$ cat src/hdl/bia_pkg.sv
// ----------------------------------------------------------------------------
// bia_pkg
// Shared types, status codes and the pool base table of the ID allocator.
// ----------------------------------------------------------------------------
package bia_pkg;

   typedef logic [1:0] status_type;

   localparam status_type ST_OK        = 2'd0;
   localparam status_type ST_EXHAUSTED = 2'd1;
   localparam status_type ST_BAD_ID    = 2'd2;
   localparam status_type ST_BAD_POOL  = 2'd3;

   localparam int WORD_BITS = 64;

   // controller to datapath
   typedef struct packed {
      logic       clr_step;   // write one zero word of the clearing pass
      logic       take_req;   // capture the request beat
      logic       check;      // derive word and bit from the request
      logic       mem_rd;     // read the current bitmap word
      logic       word_inc;   // advance to the next word of the pool
      logic       mem_write;  // write back the updated word
      logic       res_load;   // capture the result with res_code
      status_type res_code;
      logic       out_load;   // move the result into the output register
   } cmd_type;

   // datapath to controller
   typedef struct packed {
      logic clr_last;
      logic op_alloc;
      logic bad_pool;
      logic range_bad;
      logic found;
      logic bit_set;
      logic last_word;
      logic out_free;
   } stat_type;

   function automatic logic [31:0] pool_base(input logic [4:0] pool);
      logic [31:0] base;
      case (pool)
         5'd0:    base = 32'h1000_0000;
         5'd1:    base = 32'h2000_0000;
         5'd2:    base = 32'h3000_0000;
         5'd3:    base = 32'h4000_0000;
         5'd4:    base = 32'h5000_0000;
         5'd5:    base = 32'h6000_0000;
         5'd6:    base = 32'h7000_0000;
         5'd7:    base = 32'h8000_0000;
         5'd8:    base = 32'h9000_0000;
         5'd9:    base = 32'ha000_0000;
         5'd10:   base = 32'hb000_0000;
         5'd11:   base = 32'hc000_0000;
         5'd12:   base = 32'hd000_0000;
         5'd13:   base = 32'he000_0000;
         5'd14:   base = 32'hf000_0000;
         5'd15:   base = 32'h1100_0000;
         5'd16:   base = 32'h1200_0000;
         5'd17:   base = 32'h1400_0000;
         5'd18:   base = 32'h1500_0000;
         5'd19:   base = 32'h1600_0000;
         default: base = 32'h0000_0000;
      endcase
      return base;
   endfunction

endpackage

$ cat src/hdl/bia_ctrl.sv
// ----------------------------------------------------------------------------
// bia_ctrl
// Sequencer of the ID allocator: clearing pass, request check, word scan,
// write-back and hand-over to the output register.
// ----------------------------------------------------------------------------
module bia_ctrl
   import bia_pkg::*;
(
   input  logic     clock,
   input  logic     reset,
   input  logic     req_valid,
   output logic     req_ready,
   input  stat_type stat,
   output cmd_type  cmd
);

   localparam logic [2:0] S_CLEAR = 3'd0;
   localparam logic [2:0] S_IDLE  = 3'd1;
   localparam logic [2:0] S_CHECK = 3'd2;
   localparam logic [2:0] S_READ  = 3'd3;
   localparam logic [2:0] S_EVAL  = 3'd4;
   localparam logic [2:0] S_DONE  = 3'd5;

   logic [2:0] state_ff, state_in;

   always_ff @(posedge clock) begin
      if (reset) begin
         state_ff <= S_CLEAR;
      end else begin
         state_ff <= state_in;
      end
   end

   assign req_ready = (state_ff == S_IDLE);

   always_comb begin
      state_in = state_ff;
      cmd      = '0;
      cmd.res_code = ST_OK;
      case (state_ff)
         S_CLEAR: begin
            cmd.clr_step = 1'b1;
            if (stat.clr_last) state_in = S_IDLE;
         end
         S_IDLE: begin
            if (req_valid) begin
               cmd.take_req = 1'b1;
               state_in     = S_CHECK;
            end
         end
         S_CHECK: begin
            cmd.check = 1'b1;
            if (stat.bad_pool) begin
               cmd.res_load = 1'b1;
               cmd.res_code = ST_BAD_POOL;
               state_in     = S_DONE;
            end else if (!stat.op_alloc && stat.range_bad) begin
               cmd.res_load = 1'b1;
               cmd.res_code = ST_BAD_ID;
               state_in     = S_DONE;
            end else begin
               state_in = S_READ;
            end
         end
         S_READ: begin
            cmd.mem_rd = 1'b1;
            state_in   = S_EVAL;
         end
         S_EVAL: begin
            if (stat.op_alloc) begin
               if (stat.found) begin
                  cmd.mem_write = 1'b1;
                  cmd.res_load  = 1'b1;
                  cmd.res_code  = ST_OK;
                  state_in      = S_DONE;
               end else if (stat.last_word) begin
                  cmd.res_load = 1'b1;
                  cmd.res_code = ST_EXHAUSTED;
                  state_in     = S_DONE;
               end else begin
                  cmd.word_inc = 1'b1;
                  state_in     = S_READ;
               end
            end else begin
               cmd.res_load = 1'b1;
               state_in     = S_DONE;
               if (stat.bit_set) begin
                  cmd.mem_write = 1'b1;
                  cmd.res_code  = ST_OK;
               end else begin
                  cmd.res_code = ST_BAD_ID;
               end
            end
         end
         S_DONE: begin
            // hold the result until the output register is free
            if (stat.out_free) begin
               cmd.out_load = 1'b1;
               state_in     = S_IDLE;
            end
         end
         default: begin
            state_in = S_CLEAR;
         end
      endcase
   end

endmodule

$ cat config.mk
export PLATFORM = sky130hd
export DESIGN_NAME = bia_ctrl
export DESIGN_NICKNAME = d
export VERILOG_FILES = /design/src/hdl/bia_pkg.sv /design/src/hdl/bia_ctrl.sv
export SDC_FILE = /design/constraint.sdc
export NUM_CORES = 1
export LEC_CHECK = 0
export ABC_AREA = 1
export BUFFER_PORTS_ARGS = -buffer_cell sky130_fd_sc_hd__buf_2
export CAP_MARGIN = 25
export CORE_AREA = 4 4 41 43
export CTS_BUF_LIST = sky130_fd_sc_hd__clkbuf_16
export DETAILED_ROUTE_END_ITERATION = 12
export DIE_AREA = 0 0 45 47
export GPL_ROUTABILITY_DRIVEN = 0
export GPL_TIMING_DRIVEN = 0
export PLACE_DENSITY_LB_ADDON = 0.2
export SYNTH_ARGS = -nofsm -noshare
export SYNTH_HDL_FRONTEND = slang
export SYNTH_SLANG_ARGS = --single-unit
$ cat constraint.sdc
create_clock -name clock -period 1.3 [get_ports clock]
set_clock_uncertainty 0.05 [all_clocks]
set_input_delay 0.065 -clock clock [delete_from_list [all_inputs] [get_ports clock]]
set_output_delay 0.065 -clock clock [all_outputs]
set_load 0.1 [all_outputs]
==> flow_summary.json, run 1 <==
{
  "initial_core_util": 0.2471,
  "finalNonFillerCells": 115,
  "finalCriticalPeriod_ns": 1.404,
  "cp-end-kind": "output pin",
  "leakagePower_nw": 0.4870,
  "seq_area_frac_synth": 0.1868,
  "min_path_cells": 5,
  "grt_usage": 0.1383,
  "clk_latency_ns": 0.22,
  "timing.final.ws_setup_ns": -0.1035,
  "cp-start-kind": "flop",
  "finish.utilization": 0.7615,
  "drive_gt1_frac": 0.6800,
  "synth_area_leaders": "nand2_1 22%, dfxtp_1 19%, inv_1 14%",
  "htree_levels": 1,
  "gr-usage-met3": 0.03831,
  "powerDensity_nw_per_um2": 1346,
  "path_clk_slew_ns": 0.03,
  "dieWidth_um": 45,
  "syn_area_um2": 321.6,
  "fmax_ghz": 0.7125,
  "timing.rr.start": "state_ff[1]",
  "cp_data_arrival_time_ns": 1.29,
  "clock_path_buffers": 2,
  "n_fill_cell": 84,
  "netlist_instances": 62,
  "hold_viol_final": 0,
  "grt_max_degree": 8,
  "reg2reg_depth": 8,
  "largest_reg_flops": 3,
  "dieArea_um2": 2115,
  "fin_crit_sh": 1.080,
  "status": "finished with violations",
  "grt_pass1_vias": 511,
  "vias": 537,
  "num_rows": 13,
  "io_pins": 22,
  "cts_tree": "done",
  "syn_nets": 73,
  "grt_pass1_wl_um": 2145,
  "slew_violations": 0,
  "grt_overflow": 0,
  "drt_wl_total_um": 1430,
  "ys_types": 16,
  "syn_area_per_cell_um2": 5.186,
  "numPortBuffers": 21,
  "path_class": "flop to output pin",
  "violations": "negative setup slack",
  "hold_class": "input pin to flop",
  "critPathCapture": "cmd[1]",
  "dp_cells": 98,
  "max_slew_margin": 0.7504,
  "hold_ws_ns": 0.1620,
  "placed_area_um2": 575.6,
  "tightest_slew_ns": 0.3731,
  "use_met1": 0.1481,
  "antenna_found_initial": 0,
  "ys_warn_count": 0,
  "grt_use_met2": 0.2655,
  "r2r_slack_ns": 0.05,
  "crit_start": "state_ff[1]",
  "stdcell_area_um2": 991.0,
  "cts_sinks": 3,
  "top_usage_layer": "met2",
  "ys_seq_elements": 3,
  "drc": 0,
  "dpl.hpwl_um": 813.4,
  "synth_top_area_frac": 0.2218,
  "areaGrowthSynthToFinish_pct": 208.2,
  "ir_worst_vdd_mv": 1.084,
  "regMostFlops": "state_ff",
  "synth_top_area_cell": "nand2_1",
  "antenna_cells": 0,
  "rr_endpoint": "state_ff[1]",
  "wl_per_cell_um": 12.43,
  "vias_per_cell": 4.670,
  "rsz0062_at_grt": "yes",
  "worstPathMaxFanout": 4,
  "setup_viol": 7,
  "core_area_um2": 1301,
  "reg.largest.list": "state_ff: 3 flops",
  "cts_buffers": 3,
  "drv_cap": 0,
  "first_pass_iters": 4,
  "drtAntennaViolNets": 0,
  "drtIter0Drc": 1,
  "root_buffer": "clkbuf_16",
  "dieHeight_um": 47,
  "nNetsFinal": 112,
  "worstPathRequired_ns": 1.19
}
## final cells by class
class | count | area [um^2] | share of cell area
sequential | 3 | 67.56 | 0.06818
multi-input combinational | 45 | 391.6 | 0.3952
inverter | 13 | 55.05 | 0.05556
clock buffer | 3 | 75.07 | 0.07576
tap | 15 | 18.77 | 0.01894
buffer | 1 | 11.26 | 0.01136
clock inverter | 1 | 3.754 | 0.003788
timing repair buffer | 34 | 367.9 | 0.3712
## logic make-up (layout without fill, tap and decap cells)
kind of cell           after synthesis  in the layout  synth area share
AOI/OAI and AO/OA                    4              4           0.07003
DFF                                  3              3            0.1868
buffers and inverters               14             52            0.1867
and+or+nand+nor                     41             41            0.5565
## repair_timing
| action | 4_1_cts | 5_1_grt |
|---|---|---|
| endpoints found under the hold margin | 2 | 0 |
| gates resized for setup | 46 | 11 |
| pin swaps | 5 | 7 |
| setup endpoints to repair | 12 | 12 |
| hold buffers | 1 | 0 |
| buffers inserted | 10 | 3 |
## synthesized netlist by cell type (all sizes together)
cell type and n:
dfxtp 3, inv 13, o21ai 1, nand3b 1, nor3 2, o21bai 1
nor2 13, nand2 20, a21oi 2, nand4 1, nand3 3, buf 1
nor4 1
## worst min path at each step
stage / start / endpoint / slack [ns]
2_1_floorplan: reset / state_ff[1] / 0.07
3_3_place_gp: reset / state_ff[1] / 0.20
3_5_place_dp: reset / state_ff[1] / 0.21
4_1_cts: stat[7] / state_ff[0] / 0.16
5_1_grt: req_valid / state_ff[1] / 0.20
6_report: req_valid / state_ff[1] / 0.16
## per-layer routing
layer,part of all wire,up-vias
met5,0,-
met4,0.015,0
met3,0.078,2
met2,0.55,25
met1,0.36,242
li1,-,268
## metrics by stage
step,setup TNS [ns],worst slack [ns],total power [mW]
floorplan,-1.757,-0.3427,0.5471
global placement,-1.087,-0.2667,0.6140
detailed placement,-1.116,-0.2716,0.6168
CTS,-0.5019,-0.09669,1.264
global route,-0.9440,-0.1643,1.390
finish,-0.5249,-0.1035,1.334
## cell usage in the layout (no fill, tap or decap), types with 3 or more instances in the layout
cell and count:
inv_1 10, buf_2 10, nand2_1 9, buf_12 9
buf_4 9, nor2_1 5, buf_6 5, nor2_4 5
nand2_4 4, nand2_2 4, nor2_2 3, nand2_8 3
clkbuf_16 3
## worst max-delay path: stages (launching register included)
cell     delay (ns)
dfxtp_4        0.35
inv_4          0.06
nand2_4        0.05
nor2_4         0.21
nand3_4        0.13
nand2_8        0.09
buf_12         0.16
## where the power goes
group          total (mW)  switching (mW)  internal [mW]
logic               0.744           0.460          0.284
clock network       0.471          0.0752          0.396
registers           0.119          0.0145          0.105
No activity file was read; power rests on OpenSTA's default activity.
==> run 2, diff against run 1 <==
--- a/config.mk
+++ b/config.mk
@@ -8,10 +8,12 @@
 export ABC_AREA = 1
 export BUFFER_PORTS_ARGS = -buffer_cell sky130_fd_sc_hd__buf_2
 export CAP_MARGIN = 25
-export CORE_AREA = 4 4 41 43
+export CELL_PAD_IN_SITES_DETAIL_PLACEMENT = 2
+export CELL_PAD_IN_SITES_GLOBAL_PLACEMENT = 2
+export CORE_MARGIN = 4
+export CORE_UTILIZATION = 16
 export CTS_BUF_LIST = sky130_fd_sc_hd__clkbuf_16
 export DETAILED_ROUTE_END_ITERATION = 12
-export DIE_AREA = 0 0 45 47
 export GPL_ROUTABILITY_DRIVEN = 0
 export GPL_TIMING_DRIVEN = 0
 export PLACE_DENSITY_LB_ADDON = 0.2
==> constraint.sdc (replaced) <==
create_clock -name clock -period 1.3 [get_ports clock]
set_clock_uncertainty 0.05 [all_clocks]
set_input_delay 0.325 -clock clock [delete_from_list [all_inputs] [get_ports clock]]
set_output_delay 0.325 -clock clock [all_outputs]
set_load 0.1 [all_outputs]
==> flow_summary.json, run 2 (synthesis results as in run 1) <==
{
  "grt_overflow": 0,
  "cts_tree": "done",
  "stdcell_area_um2": 1075,
  "cp-start-kind": "flop",
  "reg.largest.list": "state_ff: 3 flops",
  "powerDensity_nw_per_um2": 1344,
  "clk_latency_ns": 0.22,
  "dieHeight_um": 52.83,
  "postCtsHoldBufs": 0,
  "multi_input_area_um2": 407.9,
  "switching_share": 0.4317,
  "rr_endpoint": "state_ff[1]",
  "path_cells": "buf_4, nor4_4, buf_6",
  "clock_path_buffers": 2,
  "drtIter0Drc": 3,
  "cp-end-kind": "output pin",
  "numPortBuffers": 21,
  "status": "finished with violations",
  "crit_start": "state_ff[0]",
  "finalCriticalPeriod_ns": 1.707,
  "regMostFlops": "state_ff",
  "antenna_cells": 0,
  "largest_reg_flops": 3,
  "initial_core_util": 0.1766,
  "placed_area_um2": 600.6,
  "hold_viol_final": 0,
  "drive_gt1_frac": 0.7573,
  "hold_class": "input pin to flop",
  "cp_slowest_cell": "dfxtp_4",
  "fin_crit_sh": 1.313,
  "dpl.hpwl_um": 1143,
  "reg2reg_depth": 8,
  "leakagePower_nw": 0.5114,
  "rsz0062_at_grt": "yes",
  "grt_pass1_vias": 652,
  "antenna_found_initial": 0,
  "cp_data_arrival_time_ns": 1.33,
  "io_pins": 22,
  "grt_max_degree": 9,
  "drc": 0,
  "worstPathMaxFanout": 8,
  "dieWidth_um": 52.83,
  "vias_per_cell": 4.523,
  "final_cell_mix": "12 x buf_12, 12 x buf_4, 10 x buf_2",
  "slew_violations": 0,
  "critPathMaxStageDelay_ns": 0.39,
  "path_class": "flop to output pin",
  "max_slew_margin": 0.7641,
  "setup_viol": 13,
  "htree_levels": 1,
  "dieArea_um2": 2791,
  "drtAntennaViolNets": 0,
  "cts_buffers": 3,
  "areaGrowthSynthToFinish_pct": 234.2,
  "fin_tns_setup_ns": -3.790,
  "worstPathRequired_ns": 0.93,
  "ir_worst_vdd_mv": 1.531,
  "comb_power_share": 0.569,
  "path_clk_slew_ns": 0.03,
  "vias": 579,
  "grt_usage": 0.1854,
  "switching_power_mw": 0.6233,
  "pwr-share-seq": 0.098,
  "drv_cap": 0,
  "r2r_slack_ns": -0.08,
  "nNetsFinal": 115,
  "grt_pass1_wl_um": 3636,
  "critPathCapture": "cmd[4]",
  "clkPwrFrac": 0.332,
  "first_pass_iters": 3,
  "cts_sinks": 3,
  "timing.final.ws_setup_ns": -0.4072,
  "fmax_ghz": 0.5858,
  "seq_area_um2": 71.32,
  "tightest_slew_ns": 0.3525,
  "timing.rr.start": "state_ff[1]",
  "finish.utilization": 0.5904,
  "p_int_mw": 0.8207,
  "wl_per_cell_um": 21.79,
  "n_fill_cell": 179,
  "drt_wl_total_um": 2789,
  "root_buffer": "clkbuf_16",
  "core_area_um2": 1821,
  "power_mw": 1.444,
  "num_rows": 15,
  "violations": "negative setup slack"
}
## run 2: changes by cell type in the layout (fill, tap and decap cells not counted), moves of 2 or more
| cell | change |
|---|---|
| inv_4 | +2 |
| buf_4 | +3 |
| nand2_1 | -2 |
| nand2_2 | +2 |
| buf_12 | +3 |
## run 2: critical path: cells and delay by family (launching register included)
family,cells,cell delay (ns)
and+or+nand+nor,1,0.29
buffers and inverters,2,0.43
DFF,1,0.39
## run 2: per-stage QoR
step	hold WS, ns	std cells	worst slack [ns]
CTS	0.2532	123	-0.3885
floorplan	0.3326	62	-0.6022
detailed placement	0.4773	108	-0.5462
global route	0.2581	128	-0.4335
global placement	0.4628	108	-0.5153
finish	0.2471	128	-0.4072
## run 2: power groups by stage
stage	clock network [mW]	logic, mW	registers [mW]
floorplan	0	0.428	0.124
global placement	0	0.500	0.127
detailed placement	0	0.508	0.127
CTS	0.481	0.751	0.126
global route	0.505	0.850	0.145
finish	0.480	0.822	0.142
## run 2: timing repair
action,in CTS,in global routing
resized for setup,59,12
setup buffers,11,7
pin swaps,8,10
setup endpoints to repair,13,14
gates cloned,0,0
## run 2: metal layers
metal | global-route usage | up-vias | wire length [um]
met5 | 0 | - | 0
met4 | 0.05106 | 0 | 142
met3 | 0.01709 | 12 | 77
met2 | 0.3368 | 21 | 1495
met1 | 0.2280 | 271 | 1074
li1 | - | 275 | -
## run 2: final cells by class
type,instances,area share
repair buffers,38,0.3958
multi-input cells,45,0.3795
clock buffers,3,0.06985
flip-flops and latches,3,0.06636
inverters,13,0.05588
well taps,25,0.02910
clock inverters,1,0.003492
## run 2: worst min-delay path by stage
| stage | end | cells past startpoint | start | slack (ns) |
|---|---|---|---|---|
| finish | state_ff[0] | 2 | reset | 0.25 |
| global route | state_ff[1] | 2 | reset | 0.26 |
| CTS | state_ff[1] | 2 | reset | 0.25 |
| detailed placement | state_ff[1] | 2 | reset | 0.48 |
| global placement | state_ff[1] | 2 | reset | 0.46 |
| floorplan | state_ff[1] | 1 | reset | 0.33 |
==> run 3, diff against run 2 <==
--- a/config.mk
+++ b/config.mk
@@ -6,7 +6,7 @@
 export NUM_CORES = 1
 export LEC_CHECK = 0
 export ABC_AREA = 1
-export BUFFER_PORTS_ARGS = -buffer_cell sky130_fd_sc_hd__buf_2
+export BUFFER_PORTS_ARGS = -buffer_cell sky130_fd_sc_hd__buf_4
 export CAP_MARGIN = 25
 export CELL_PAD_IN_SITES_DETAIL_PLACEMENT = 2
 export CELL_PAD_IN_SITES_GLOBAL_PLACEMENT = 2
==> flow_summary.json, run 3 <==
{
  "worstEndpointType": "top-level output",
  "error_line": "[ERROR DPL-0033] detailed placement checks failed during check placement.",
  "yosysMostFrequentCell": "nand2_1",
  "crit_endpoint": "cmd[5]",
  "stop_stage": "5_1_grt",
  "syn_area_per_cell_um2": 5.186,
  "synthAdderAreaFrac": 0,
  "root_buffer": "clkbuf_16",
  "io_pins": 22,
  "cts_sinks": 3,
  "cts_buffers": 3,
  "antenna_found_initial": 0,
  "dp_cells": 108,
  "initial_core_util": 0.1766,
  "dpl.hpwl_um": 1163,
  "synth_area_leaders": "nand2_1 22%, dfxtp_1 19%, inv_1 14%",
  "status": "aborted with a tool error",
  "synth_top_area_frac": 0.2218,
  "synthMuxAreaShare": 0,
  "synthXorXnorAreaFrac": 0,
  "seq_area_frac_synth": 0.1868,
  "dieWidth_um": 52.83,
  "async_flop_share": 0,
  "synth_top_family_by_area": "simple AND/OR/NAND/NOR gates",
  "clock_path_buffers": 2,
  "synthSimpleGateAreaFrac": 0.5564,
  "synth_compound_area_frac": 0.07004,
  "grt_max_degree": 7,
  "dieHeight_um": 52.83,
  "htree_levels": 1,
  "netlist_instances": 62,
  "syn_area_um2": 321.6,
  "synth_flop_cell": "dfxtp_1",
  "postCtsHoldBufs": 0,
  "synth-edff-count": 0,
  "ys_types": 16,
  "synth_top_area_cell": "nand2_1",
  "numPortBuffers": 21,
  "synth_common_cells": "19 x nand2_1, 12 x inv_1, 10 x nor2_1",
  "syn_nets": 73,
  "ys_warn_count": 0,
  "num_rows": 15,
  "ys_seq_elements": 3
}
-- run 3: logic make-up after synthesis --
kind of cell,count (synthesis)
AO/OA/AOI/OAI,4
buffers and inverters,14
flip-flops,3
AND/OR/NAND/NOR,41
-- run 3: timing repair --
action,4_1_cts
endpoints found under the setup margin,13
resized for setup,48
pin swaps,10
buffers inserted,12
cloned,0
hold endpoints to repair,0
-- run 3: metrics by stage --
stage	setup slack (ns)	instance area, um^2
CTS	-0.3733	1040
detailed placement	-0.4112	653.1
global placement	-0.3793	653.1
floorplan	-0.6022	464.2
==> run 4, diff against run 3 <==
==> config.mk (replaced) <==
export PLATFORM = sky130hd
export DESIGN_NAME = bia_ctrl
export DESIGN_NICKNAME = d
export VERILOG_FILES = /design/src/hdl/bia_pkg.sv /design/src/hdl/bia_ctrl.sv
export SDC_FILE = /design/constraint.sdc
export NUM_CORES = 1
export LEC_CHECK = 0
export ABC_AREA = 1
export BUFFER_PORTS_ARGS = -buffer_cell sky130_fd_sc_hd__buf_4
export CAP_MARGIN = 25
export CORE_AREA = 4 4 65 67
export DETAILED_ROUTE_END_ITERATION = 12
export DIE_AREA = 0 0 69 71
export GPL_ROUTABILITY_DRIVEN = 0
export GPL_TIMING_DRIVEN = 0
export PLACE_DENSITY_LB_ADDON = 0.15
export SYNTH_ARGS = -nofsm -noshare
export SYNTH_HDL_FRONTEND = slang
export SYNTH_SLANG_ARGS = --single-unit
==> flow_summary.json, run 4 (synthesis results as in run 1) <==
{
  "drt-met1-wl_um": 615,
  "powerDensity_nw_per_um2": 1084,
  "cp_data_arrival_time_ns": 1.26,
  "postCtsHoldBufs": 0,
  "antenna_cells": 0,
  "fin_crit_sh": 1.259,
  "dieHeight_um": 71,
  "ir_worst_vdd_mv": 0.5067,
  "initial_core_util": 0.08850,
  "cp-end-kind": "output pin",
  "io_pins": 22,
  "vias": 505,
  "final_cell_mix": "22 x buf_4, 10 x buf_12, 8 x inv_1, 8 x nand2_1",
  "cts_sinks": 3,
  "top_layer_used": "met3",
  "drt_wl_total_um": 1375,
  "vias_per_cell": 3.412,
  "routed-wl-met3_um": 73,
  "clock_path_buffers": 2,
  "finalCriticalPeriod_ns": 1.637,
  "finalNonFillerCells": 148,
  "core_area_um2": 3633,
  "drtIter0Drc": 1,
  "dieArea_um2": 4899,
  "rr_endpoint": "state_ff[1]",
  "grt_overflow": 0,
  "dpl.hpwl_um": 1066,
  "wl_met2_um": 686,
  "violations": "negative setup slack",
  "wl_per_cell_um": 9.291,
  "clk_latency_ns": 0.21,
  "placed_area_um2": 681.9,
  "first_pass_iters": 2,
  "grt_max_degree": 8,
  "power_mw": 1.119,
  "path_clk_slew_ns": 0.03,
  "drive_gt1_frac": 0.7100,
  "areaGrowthSynthToFinish_pct": 221.0,
  "reg.largest.list": "state_ff: 3 flops",
  "rsz0062_at_grt": "yes",
  "htree_levels": 1,
  "drc": 0,
  "cts_tree": "done",
  "leakagePower_nw": 0.4776,
  "hold_viol_final": 0,
  "min_path_cells": 2,
  "critPathCapture": "cmd[5]",
  "timing.final.ws_setup_ns": -0.3368,
  "dieWidth_um": 69,
  "hold_class": "input pin to flop",
  "status": "finished with violations",
  "regMostFlops": "state_ff",
  "slew_violations": 0,
  "drtAntennaViolNets": 0,
  "path_class": "flop to output pin",
  "finish.utilization": 0.2841,
  "fmax_ghz": 0.6109,
  "antenna_found_initial": 0,
  "timing.rr.start": "state_ff[1]",
  "grt_pass1_vias": 550,
  "tightest_slew_ns": 0.3961,
  "num_rows": 22,
  "reg2reg_depth": 8,
  "largest_reg_flops": 3,
  "nNetsFinal": 112,
  "root_buffer": "clkbuf_8",
  "cts_buffers": 3,
  "cp-start-kind": "flop",
  "layout_commonest_cell": "buf_4",
  "drv_cap": 0,
  "stdcell_area_um2": 1032,
  "r2r_slack_ns": 0.05,
  "grt_usage": 0.05971,
  "grt_pass1_wl_um": 2339,
  "worstPathRequired_ns": 0.93,
  "dp_cells": 131,
  "setup_viol": 11,
  "max_slew_margin": 0.7350,
  "crit_start": "state_ff[1]",
  "numPortBuffers": 21,
  "worstPathMaxFanout": 4
}
## run 4: where the power goes
group / total, mW / switching, mW / internal [mW]
logic: 0.708 / 0.430 / 0.277
clock network: 0.268 / 0.0595 / 0.209
registers: 0.143 / 0.0355 / 0.107
total: 1.12 / 0.525 / 0.594
## run 4: area by class of cell
type,count,area (um^2)
Fill cell,414,2601
Timing Repair Buffer,35,399.1
Multi-Input combinational cell,45,396.6
Sequential cell,3,71.32
Inverter,13,60.06
Tap cell,48,60.06
Clock buffer,4,45.04
## run 4: metrics by stage
| stage | worst slack (ns) | TNS [ns] | hold slack (ns) |
|---|---|---|---|
| 5_1_grt | -0.3928 | -3.440 | 0.2235 |
| 2_1_floorplan | -0.6022 | -4.226 | 0.3326 |
| 3_5_place_dp | -0.3831 | -2.318 | 0.4478 |
| 3_3_place_gp | -0.3785 | -2.220 | 0.4437 |
| 6_report | -0.3368 | -2.849 | 0.2260 |
| 4_1_cts | -0.3849 | -3.170 | 0.2218 |
## run 4: what timing repair did
action | CTS | global route
resized for setup | 49 | 5
pin swaps | 10 | 8
endpoints found under the setup margin | 13 | 12
setup buffers | 11 | 4
## run 4: how the worst min path moves through the flow
| stage | start | slack, ns | end |
|---|---|---|---|
| CTS | reset | 0.22 | state_ff[1] |
| detailed placement | reset | 0.45 | state_ff[1] |
| floorplan | reset | 0.33 | state_ff[1] |
| global route | reset | 0.22 | state_ff[1] |
| global placement | reset | 0.44 | state_ff[1] |
| finish | reset | 0.23 | state_ff[1] |
## run 4: routing by layer
metal,vias to the layer above,track usage
met5,-,0
met4,0,0.03254
met3,0,0.01278
met2,17,0.1017
met1,221,0.06963
li1,267,-
## run 4: critical path, cell delays in order (launching register included)
cell,delay [ns]
dfxtp_4,0.35
inv_4,0.06
nand2_4,0.05
nor2_4,0.20
nand2_2,0.11
clkinvlp_4,0.10
buf_12,0.17
